### src/sv/cwcd_pkg.sv
// Shared types and constants of the capture word channel deinterleaver.
`default_nettype none

package cwcd_pkg;

  localparam int NumChan  = 4;
  localparam int CfgW     = 13;
  localparam int CfgIdxW  = 3;
  localparam int WordW    = 32;
  localparam int ChanW    = 2;

  localparam logic [WordW-1:0] DIGITAL_MASK = 32'h0101_0101;

  typedef enum logic {
    CMD_START = 1'b0,
    CMD_WORD  = 1'b1
  } cmd_e;

  typedef enum logic [ChanW-1:0] {
    CHAN_A = 2'd0,
    CHAN_B = 2'd1,
    CHAN_C = 2'd2,
    CHAN_D = 2'd3
  } chan_e;

  typedef enum logic [CfgIdxW-1:0] {
    REG_WORDS_A = 3'd0,
    REG_WORDS_B = 3'd1,
    REG_WORDS_C = 3'd2,
    REG_WORDS_D = 3'd3
  } reg_idx_e;

  // One finished group of four words, ready for the emitter.
  typedef struct packed {
    logic [NumChan-1:0][WordW-1:0] vals;
    logic [NumChan-1:0]            mask;
    logic                          done;
  } grp_t;

endpackage

`default_nettype wire

### src/sv/cwcd_gather.sv
// Group assembly, channel extraction and per-channel word counters.
`default_nettype none

module cwcd_gather #(
  parameter int MAX_WORDS = 4096
) (
  input  wire logic                                          clk_i,
  input  wire logic                                          rst_ni,
  input  wire logic [cwcd_pkg::NumChan-1:0][cwcd_pkg::CfgW-1:0] cfg_words_i,
  input  wire logic                                          in_valid_i,
  output logic                                               in_ready_o,
  input  wire logic                                          in_cmd_i,
  input  wire logic [cwcd_pkg::WordW-1:0]                    in_word_i,
  input  wire logic                                          load_ok_i,
  output logic                                               grp_valid_o,
  output cwcd_pkg::grp_t                                     grp_o
);
  import cwcd_pkg::*;

  localparam int CntW = $clog2(MAX_WORDS + 1);
  localparam int CmpW = (CntW > CfgW) ? CntW : CfgW;
  localparam logic [CmpW-1:0] MaxCmp = CmpW'(MAX_WORDS);
  localparam logic [CntW-1:0] MaxCnt = CntW'(MAX_WORDS);

  logic [1:0]                        pos_q, pos_d;
  logic [2:0][WordW-1:0]             held_q;
  logic [NumChan-1:0][CntW-1:0]      rem_q, rem_d;
  logic [3:0][WordW-1:0]             grp_words;
  logic [2:0][WordW-1:0]             lane_bytes;
  logic [NumChan-1:0]                nonzero;
  logic                              accept, word_take, start_take;
  logic [WordW-1:0]                  byte2_gather;

  assign in_ready_o = (pos_q != 2'd3) || load_ok_i;
  assign accept     = in_valid_i && in_ready_o;

  always_comb begin
    for (int ch = 0; ch < NumChan; ch++) begin
      nonzero[ch] = (rem_q[ch] != '0);
    end
  end

  assign start_take  = accept && (cmd_e'(in_cmd_i) == CMD_START);
  assign word_take   = accept && (cmd_e'(in_cmd_i) == CMD_WORD) && (|nonzero);
  assign grp_valid_o = word_take && (pos_q == 2'd3);

  assign grp_words[0] = held_q[0];
  assign grp_words[1] = held_q[1];
  assign grp_words[2] = held_q[2];
  assign grp_words[3] = in_word_i;

  always_comb begin
    for (int ln = 0; ln < 3; ln++) begin
      lane_bytes[ln] = {grp_words[0][8*ln +: 8], grp_words[1][8*ln +: 8],
                        grp_words[2][8*ln +: 8], grp_words[3][8*ln +: 8]};
    end
  end

  assign byte2_gather = lane_bytes[2];

  always_comb begin
    rem_d = rem_q;
    pos_d = pos_q;
    if (start_take) begin
      pos_d = '0;
      for (int ch = 0; ch < NumChan; ch++) begin
        if (CmpW'(cfg_words_i[ch]) > MaxCmp) begin
          rem_d[ch] = MaxCnt;
        end else begin
          rem_d[ch] = CntW'(cfg_words_i[ch]);
        end
      end
    end else if (word_take) begin
      pos_d = pos_q + 2'd1;
      if (pos_q == 2'd3) begin
        for (int ch = 0; ch < NumChan; ch++) begin
          rem_d[ch] = rem_q[ch] - CntW'(nonzero[ch]);
        end
      end
    end
  end

  always_comb begin
    grp_o.vals[CHAN_A] = lane_bytes[0];
    grp_o.vals[CHAN_B] = lane_bytes[1];
    grp_o.vals[CHAN_C] = byte2_gather & DIGITAL_MASK;
    grp_o.vals[CHAN_D] = (byte2_gather >> 1) & DIGITAL_MASK;
    grp_o.mask         = nonzero;
    grp_o.done         = 1'b1;
    for (int ch = 0; ch < NumChan; ch++) begin
      if (rem_d[ch] != '0) begin
        grp_o.done = 1'b0;
      end
    end
  end

  always_ff @(posedge clk_i or negedge rst_ni) begin
    if (!rst_ni) begin
      pos_q <= '0;
      rem_q <= '0;
    end else begin
      pos_q <= pos_d;
      rem_q <= rem_d;
    end
  end

  always_ff @(posedge clk_i) begin
    if (word_take && (pos_q != 2'd3)) begin
      held_q[pos_q] <= in_word_i;
    end
  end

endmodule

`default_nettype wire

### src/sv/cwcd_emit.sv
// Result register; group packed words leave one a cycle while out_ready_i is high.
`default_nettype none

module cwcd_emit (
  input  wire logic                         clk_i,
  input  wire logic                         rst_ni,
  input  wire logic                         grp_valid_i,
  input  cwcd_pkg::grp_t                    grp_i,
  output logic                              load_ok_o,
  output logic                              out_valid_o,
  input  wire logic                         out_ready_i,
  output logic [cwcd_pkg::ChanW-1:0]        out_chan_o,
  output logic [cwcd_pkg::WordW-1:0]        out_word_o,
  output logic                              out_last_o,
  output logic                              out_done_o
);
  import cwcd_pkg::*;

  logic [NumChan-1:0]            mask_q, mask_d;
  logic [NumChan-1:0][WordW-1:0] vals_q;
  logic                          done_q;
  logic [NumChan-1:0]            sel_oh;
  logic                          out_hs;

  assign sel_oh = mask_q & (~mask_q + NumChan'(1));

  always_comb begin
    priority if (mask_q[CHAN_A]) out_chan_o = CHAN_A;
    else if (mask_q[CHAN_B])     out_chan_o = CHAN_B;
    else if (mask_q[CHAN_C])     out_chan_o = CHAN_C;
    else                         out_chan_o = CHAN_D;
  end

  assign out_valid_o = |mask_q;
  assign out_word_o  = vals_q[out_chan_o];
  assign out_last_o  = ((mask_q & ~sel_oh) == '0);
  assign out_done_o  = done_q;
  assign out_hs      = out_valid_o && out_ready_i;
  assign load_ok_o   = !out_valid_o || (out_hs && out_last_o);

  always_comb begin
    mask_d = mask_q;
    if (out_hs) begin
      mask_d = mask_q & ~sel_oh;
    end
    if (grp_valid_i) begin
      mask_d = grp_i.mask;
    end
  end

  always_ff @(posedge clk_i or negedge rst_ni) begin
    if (!rst_ni) begin
      mask_q <= '0;
    end else begin
      mask_q <= mask_d;
    end
  end

  always_ff @(posedge clk_i) begin
    if (grp_valid_i) begin
      vals_q <= grp_i.vals;
      done_q <= grp_i.done;
    end
  end

  a_load_when_free: assert property (@(posedge clk_i) disable iff (!rst_ni)
    grp_valid_i |-> load_ok_o)
    else $error("group loaded while earlier results still pending");

  a_group_nonempty: assert property (@(posedge clk_i) disable iff (!rst_ni)
    grp_valid_i |-> (grp_i.mask != '0))
    else $error("finished group carries no channel");

  a_one_per_handshake: assert property (@(posedge clk_i) disable iff (!rst_ni)
    (out_hs && !grp_valid_i) |=> ($countones(mask_q) == $countones($past(mask_q)) - 1))
    else $error("handshake did not retire exactly one item");

  a_chan_pending: assert property (@(posedge clk_i) disable iff (!rst_ni)
    out_valid_o |-> mask_q[out_chan_o])
    else $error("selected channel has no pending item");

endmodule

`default_nettype wire

### src/sv/capture_word_channel_deinterleave.sv
// Top level of the capture word channel deinterleaver.
`default_nettype none

// Capture FIFO words enter on s_axis; a start item (tuser 0) loads the per-channel
// word counts from the configuration registers, a word item (tuser 1) adds one
// FIFO word to the current group of four. The fourth word of a group produces one
// packed word for each channel whose count is still nonzero, in the order A, B,
// C, D, with tlast on the final one. Word items that arrive while all counts are
// zero are dropped. An item is taken every cycle but for the wait below; results
// of a group leave one per cycle while m_axis_tready is high, from a result register,
// and a new group can be loaded into it in the cycle its last result is taken, so
// a steady stream of four-channel captures runs at one item per cycle while the
// downstream side keeps up. Only an item that arrives while three words of a group
// are held waits, and only while earlier results are still held by the downstream side.
module capture_word_channel_deinterleave #(
  parameter int MAX_WORDS = 4096
) (
  input  wire logic                          clk_i,
  input  wire logic                          rst_ni,
  input  wire logic                          cfg_we_i,
  input  wire logic [cwcd_pkg::CfgIdxW-1:0]  cfg_idx_i,
  input  wire logic [cwcd_pkg::CfgW-1:0]     cfg_data_i,
  input  wire logic                          s_axis_tvalid,
  output logic                               s_axis_tready,
  input  wire logic [31:0]                   s_axis_tdata,  // fifo_word
  input  wire logic [0:0]                    s_axis_tuser,  // command
  output logic                               m_axis_tvalid,
  input  wire logic                          m_axis_tready,
  output logic [39:0]                        m_axis_tdata,  // packed_word, capture_done, zeros
  output logic [1:0]                         m_axis_tuser,  // channel
  output logic                               m_axis_tlast   // last_of_group
);
  import cwcd_pkg::*;

  logic [NumChan-1:0][CfgW-1:0] cfg_q;
  logic                         grp_valid;
  grp_t                         grp;
  logic                         load_ok;
  logic [WordW-1:0]             out_word;
  logic                         out_done;

  always_ff @(posedge clk_i or negedge rst_ni) begin
    if (!rst_ni) begin
      cfg_q <= '0;
    end else if (cfg_we_i) begin
      unique case (reg_idx_e'(cfg_idx_i))
        REG_WORDS_A: cfg_q[CHAN_A] <= cfg_data_i;
        REG_WORDS_B: cfg_q[CHAN_B] <= cfg_data_i;
        REG_WORDS_C: cfg_q[CHAN_C] <= cfg_data_i;
        REG_WORDS_D: cfg_q[CHAN_D] <= cfg_data_i;
        default: begin
        end
      endcase
    end
  end

  cwcd_gather #(
    .MAX_WORDS (MAX_WORDS)
  ) u_gather (
    .clk_i       (clk_i),
    .rst_ni      (rst_ni),
    .cfg_words_i (cfg_q),
    .in_valid_i  (s_axis_tvalid),
    .in_ready_o  (s_axis_tready),
    .in_cmd_i    (s_axis_tuser[0]),
    .in_word_i   (s_axis_tdata),
    .load_ok_i   (load_ok),
    .grp_valid_o (grp_valid),
    .grp_o       (grp)
  );

  cwcd_emit u_emit (
    .clk_i       (clk_i),
    .rst_ni      (rst_ni),
    .grp_valid_i (grp_valid),
    .grp_i       (grp),
    .load_ok_o   (load_ok),
    .out_valid_o (m_axis_tvalid),
    .out_ready_i (m_axis_tready),
    .out_chan_o  (m_axis_tuser),
    .out_word_o  (out_word),
    .out_last_o  (m_axis_tlast),
    .out_done_o  (out_done)
  );

  assign m_axis_tdata = {7'b0, out_done, out_word};

endmodule

`default_nettype wire
### config.mk
export PLATFORM = sky130hd
export DESIGN_NAME = capture_word_channel_deinterleave
export DESIGN_NICKNAME = d
export VERILOG_FILES = /design/src/sv/cwcd_pkg.sv /design/src/sv/cwcd_gather.sv /design/src/sv/cwcd_emit.sv /design/src/sv/capture_word_channel_deinterleave.sv
export SDC_FILE = /design/constraint.sdc
export NUM_CORES = 1
export LEC_CHECK = 0
export CELL_PAD_IN_SITES_DETAIL_PLACEMENT = 1
export CELL_PAD_IN_SITES_GLOBAL_PLACEMENT = 1
export CORE_UTILIZATION = 56
export DETAILED_ROUTE_END_ITERATION = 10
export DONT_BUFFER_PORTS = 1
export PLACE_DENSITY_LB_ADDON = 0.25
export SKIP_CTS_REPAIR_TIMING = 1
export SYNTH_ARGS = -nofsm -noshare
export SYNTH_HDL_FRONTEND = slang
export SYNTH_SLANG_ARGS = --single-unit
### constraint.sdc
create_clock -name clk_i -period 12.62 [get_ports clk_i]
set_input_delay 2.524 -clock clk_i [delete_from_list [all_inputs] [get_ports clk_i]]
set_output_delay 2.524 -clock clk_i [all_outputs]
set_load 0.005 [all_outputs]
* Word-level counts from Yosys, hierarchy flattened *
Index checks and enable logic that the tools add are counted.

storage, ports and cells
  register bits after elaboration = 279
  bits in latches = 0
  RAM bits = 0
  bits in read-only memories = 0
  input port bits = 54
  memories kept = 0

cells by class
  add/subtract/negate cells = 6
  multipliers = 0
  divide/modulo/power cells = 0
  $lt $le $gt $ge = 7
  eq/ne operators = 5
  shifts and indexed selects = 0
  muxes and demuxes = 20
  bitwise logic cells = 5
  reductions and logical operators = 31

operator list
  operator              number
  $mux 52               3
  $reduce_bool 13->1    8
  $bwmux 96             1
  $bmux 32 s2           1
  $demux 32 s2          1
  $mux 32               2
  $gt 13x13->1 const B  4
  $mux 13               4
  $sub 13x1->13         4
  $logic_and 1x1->1     9
  $and 4x4->4           2
  $mux 2                4
  $mux 4                2
  $not 4->4             2
  $reduce_and 2->1      4
  $reduce_or 4->1       2
  $eq 3x2->1 const B    2
  $lt 2x3->1 const B    2
  $add 4x1->4 const B   1
  $logic_not 4->1       1
  $reduce_bool 2->1     2
  $eq 3x1->1 const B    1
  $logic_not 3->1       1
  $reduce_or 3->1       1
  8 further kinds       10

* Logic depth before layout (Yosys ltp) *
  depth in word-level cells = 16
  depth in mapped cells = 14
  mapped depth without buffers = 14

* Hierarchy *
A second synthesis with hierarchy kept.

unflattened totals
  cells, all modules = 974
  area, all modules = 13082.5 um2

by module, submodules not included
  module                             instances  cells each  area each (um2)  sequential area each (um2)
  cwcd_gather                        1          578         6028.3           2972.9
  cwcd_emit                          1          275         4997.3           3973.8
  capture_word_channel_deinterleave  1          121         2057.0           1301.2

* Worst setup path after synthesis *
No wires, ideal clock.

  path type = input -> register
  start = input port m_axis_tready
  end = register u_emit.done_q, in the netlist u_emit.out_done_o (data pin)
  library setup time = 170 ps
  arrival = 6119 ps
  required time = 12450 ps
  setup slack = 6332 ps
  stages on the path = 11
  buffers on the path = 0
  path through = or4b_2 -> and3_1 -> a21boi_0 -> o21ai_1 -> inv_1 -> nand2_1 -> xor2_1 -> o21ai_0 -> nor4bb_1 -> nand4_1 -> nor4_2

RTL lines
  element               RTL line                                 text
  from (decl)           capture_word_channel_deinterleave.sv:28  input wire logic m_axis_tready,
  to (signal assigned)  cwcd_emit.sv:62                          done_q <= grp_i.done;
  to (decl)             cwcd_emit.sv:21                          logic done_q;

* Worst setup path in the final report *
  start = input port m_axis_tready
  end = output port s_axis_tready

between the ends
  word-level cells in the longest chain between the ends = 4

ends and longest elaborated chain
  element            RTL line                                 text
  $logic_and 1x1->1  cwcd_emit.sv:38                          assign out_hs = out_valid_o && out_ready_i;
  $logic_and 1x1->1  cwcd_emit.sv:39                          assign load_ok_o = !out_valid_o || (out_hs && out_last_o);
  $logic_or 1x1->1   cwcd_emit.sv:39
  $logic_or 1x1->1   cwcd_gather.sv:34                        assign in_ready_o = (pos_q != 2'd3) || load_ok_i;
  to (decl)          capture_word_channel_deinterleave.sv:24  output logic s_axis_tready,

No other way between the ends.

==> results.json <==
{
  "tns_ns": 0,
  "drc": 0,
  "skew_ns": 0.0131,
  "yosysUniqueCellTypes": 64,
  "synth_top_area_frac": 0.374,
  "rrSetupSlack_ns": 7.70,
  "p_per_area_nw_per_um2": 184,
  "p_leak_nw": 4.11,
  "crit_path_max_fanout": 6,
  "swShare": 0.272,
  "grt_max_degree": 111,
  "layout_commonest_cell": "edfxtp_1",
  "synth_edf_count": 127,
  "die_w_um": 137,
  "status": "finished, final reports clean",
  "clk_path_buf_depth": 3,
  "cts.clk_slew.worst_paths_ns": 0.07,
  "cp.arrival_ns": 3.58,
  "drt-initial-drc-count": 527,
  "nNetsFinal": 870,
  "dp_hpwl_um": 17200,
  "r2r-start": "u_emit.mask_q[0]",
  "fp.coreArea_um2": 17500,
  "vias_per_cell": 6.42,
  "cp.required_ns": 10.10,
  "finalCritPeriodShare": 0.483,
  "synth_area_per_cell_um2": 12.7,
  "cts_htree_levels": 1,
  "rows": 48,
  "min_to": "u_emit.vals_q[80]",
  "netlist_area_um2": 10200,
  "grt_setup_unrepaired": "false",
  "p_sw_uw": 566,
  "drt-pass1-iter-count": 5,
  "synth-seq-cells": 237,
  "cp-end-kind": "primary output",
  "io_pins": 99,
  "reg2reg_depth": 12,
  "slew_viol_final": 0,
  "slew_headroom": 0.347,
  "cts_root_buf": "clkbuf_16",
  "vias": 6721,
  "period_minus_slack_ns": 6.10,
  "start_util": 0.581,
  "yosysWarnings": 0,
  "whs_path_depth": 0,
  "diodes": 0,
  "pwr-share-seq": 0.489,
  "die_area_um2": 18700,
  "gp_congestion": 0.846,
  "tightest_slew_ns": 0.979,
  "final_cell_mix": "edfxtp_1, dfrtp_1, nand2_1",
  "fmax_mhz": 164,
  "die_y_um": 137,
  "ir_worst_vdd_mv": 0.155,
  "ant_nets": 0,
  "async_reset_ff_frac": 0.464,
  "p_int_mw": 1.51,
  "overflow": 0,
  "grt_usage": 0.291,
  "drive_gt1_frac": 0.161,
  "port_buffers": 0,
  "dominantRegCellSynth": "edfxtp_1",
  "synthTopCellsByArea": "edfxtp_1, dfrtp_1, mux2_2, nand2_1, o21ai_0",
  "grt_pass1_wl_um": 40500,
  "hold_start": "u_gather.grp_o[85]",
  "comb_power_share": 0.138,
  "final_util": 0.644,
  "grt_pass1_vias": 7207,
  "routed_wl_um": 26200,
  "hp-class": "reg2reg",
  "crit_type": "in2out",
  "startpoint": "m_axis_tready",
  "clk_latency_ns": 0.52,
  "cts_tree": "done",
  "maxCapViolCount": 0,
  "area_delta_synth_final_pct": 10.9,
  "cp-start-kind": "input pin",
  "yosys.area.top_type": "edfxtp_1",
  "synthCells": 802,
  "power.clock.fraction": 0.373,
  "hold_violations": 0,
  "antenna_found_initial": 0,
  "setup_viol": 0,
  "wl_per_cell_um": 25.0,
  "cts.sinks": 237,
  "cts_buffers": 25,
  "yosysSeqAreaShare": 0.645,
  "reg2reg_to": "u_emit.out_done_o"
}
## layer usage
layer  vias to the layer above  part of all wire  global-route usage
li1                       2996                 -                   -
met1                      3434              0.40               0.359
met2                       244              0.51               0.511
met3                        47             0.060              0.0570
met4                         0             0.030               0.101
met5                         -                 0                   0
## power by group through the flow
stage | combinational, mW | sequential [mW] | clock (mW)
floorplan | 0.212 | 0.989 | 0
finish | 0.287 | 1.02 | 0.776
CTS | 0.286 | 1.01 | 0.785
detailed placement | 0.276 | 1.03 | 0
global route | 0.314 | 1.03 | 0.813
global placement | 0.259 | 1.02 | 0
## worst max-delay path: stages
cell	delay, ns
or4b_2	0.59
nand3_1	0.19
nor2_1	0.11
inv_1	0.16
## how the worst max path moves through the flow
stage                        endpoint  slack, ns  cells past startpoint
finish                  s_axis_tready       6.52                      4
global route            s_axis_tready       6.51                      4
CTS                     s_axis_tready       6.52                      4
detailed placement  u_emit.out_done_o       6.36                     11
global placement    u_emit.out_done_o       6.43                     11
floorplan           u_emit.out_done_o       6.33                     11
## metrics by stage
step / cells / hold WS, ns / area, um2 / worst slack [ns] / total power [mW]
after floorplan: 808 / 0.400 / 10200 / 6.33 / 1.20
after global placement: 1002 / 0.401 / 10400 / 6.43 / 1.28
after detailed placement: 1002 / 0.406 / 10400 / 6.36 / 1.30
after CTS: 1047 / 0.412 / 11300 / 6.52 / 2.08
after global routing: 1047 / 0.416 / 11300 / 6.51 / 2.15
final: 1047 / 0.411 / 11300 / 6.52 / 2.08
## layout make-up
type,instances,area (um2)
clock buffers,27,643
repair buffers,12,90.1
flip-flops and latches,237,6570
clock inverters,18,229
inverters,22,82.6
multi-input cells,506,3400
fillers,1672,6240
well taps,225,282
## sequential cells by signal, indices dropped and copies added (netlist names)
name,flops
u_emit.vals_q,72
u_gather.grp_o,54
cfg_q,52
u_gather.rem_q,52
u_emit.mask_q,4
u_gather.pos_q,2
u_emit.out_done_o,1
## cell families after synthesis
group | synth area share
AO/OA/AOI/OAI | 0.0984
XOR/XNOR | 0.0232
adder cells (fa/ha/maj) | 0.0147
buffers and inverters | 0.0281
flip-flops | 0.645
multiplexers | 0.0602
other | 0.000368
AND/OR/NAND/NOR | 0.130
## Yosys cell counts (3+ instances only)
library cell / instances
xnor2_1: 15
ha_1: 12
buf_4: 10
a21o_1: 5
clkbuf_1: 29
nand2b_1: 3
nand4_1: 3
inv_1: 22
edfxtp_1: 127
and3_1: 4
a311o_1: 4
nor4b_1: 3
o211ai_1: 4
o311ai_0: 5
o21ai_1: 3
or3_1: 8
nor3b_1: 4
nor2_1: 27
dfrtp_1: 110
o21ai_0: 56
a211o_1: 3
mux2i_1: 5
a22o_1: 6
mux2_2: 50
a21oi_1: 31
nor4_1: 29
xor2_1: 12
a32oi_1: 10
buf_2: 4
o31ai_1: 4
or2_2: 13
or4_1: 11
nor4bb_1: 3
nand3_1: 22
nand2_1: 85
a32o_1: 3
nor3_1: 21
Note: power is estimated with default switching activity, not from simulation.
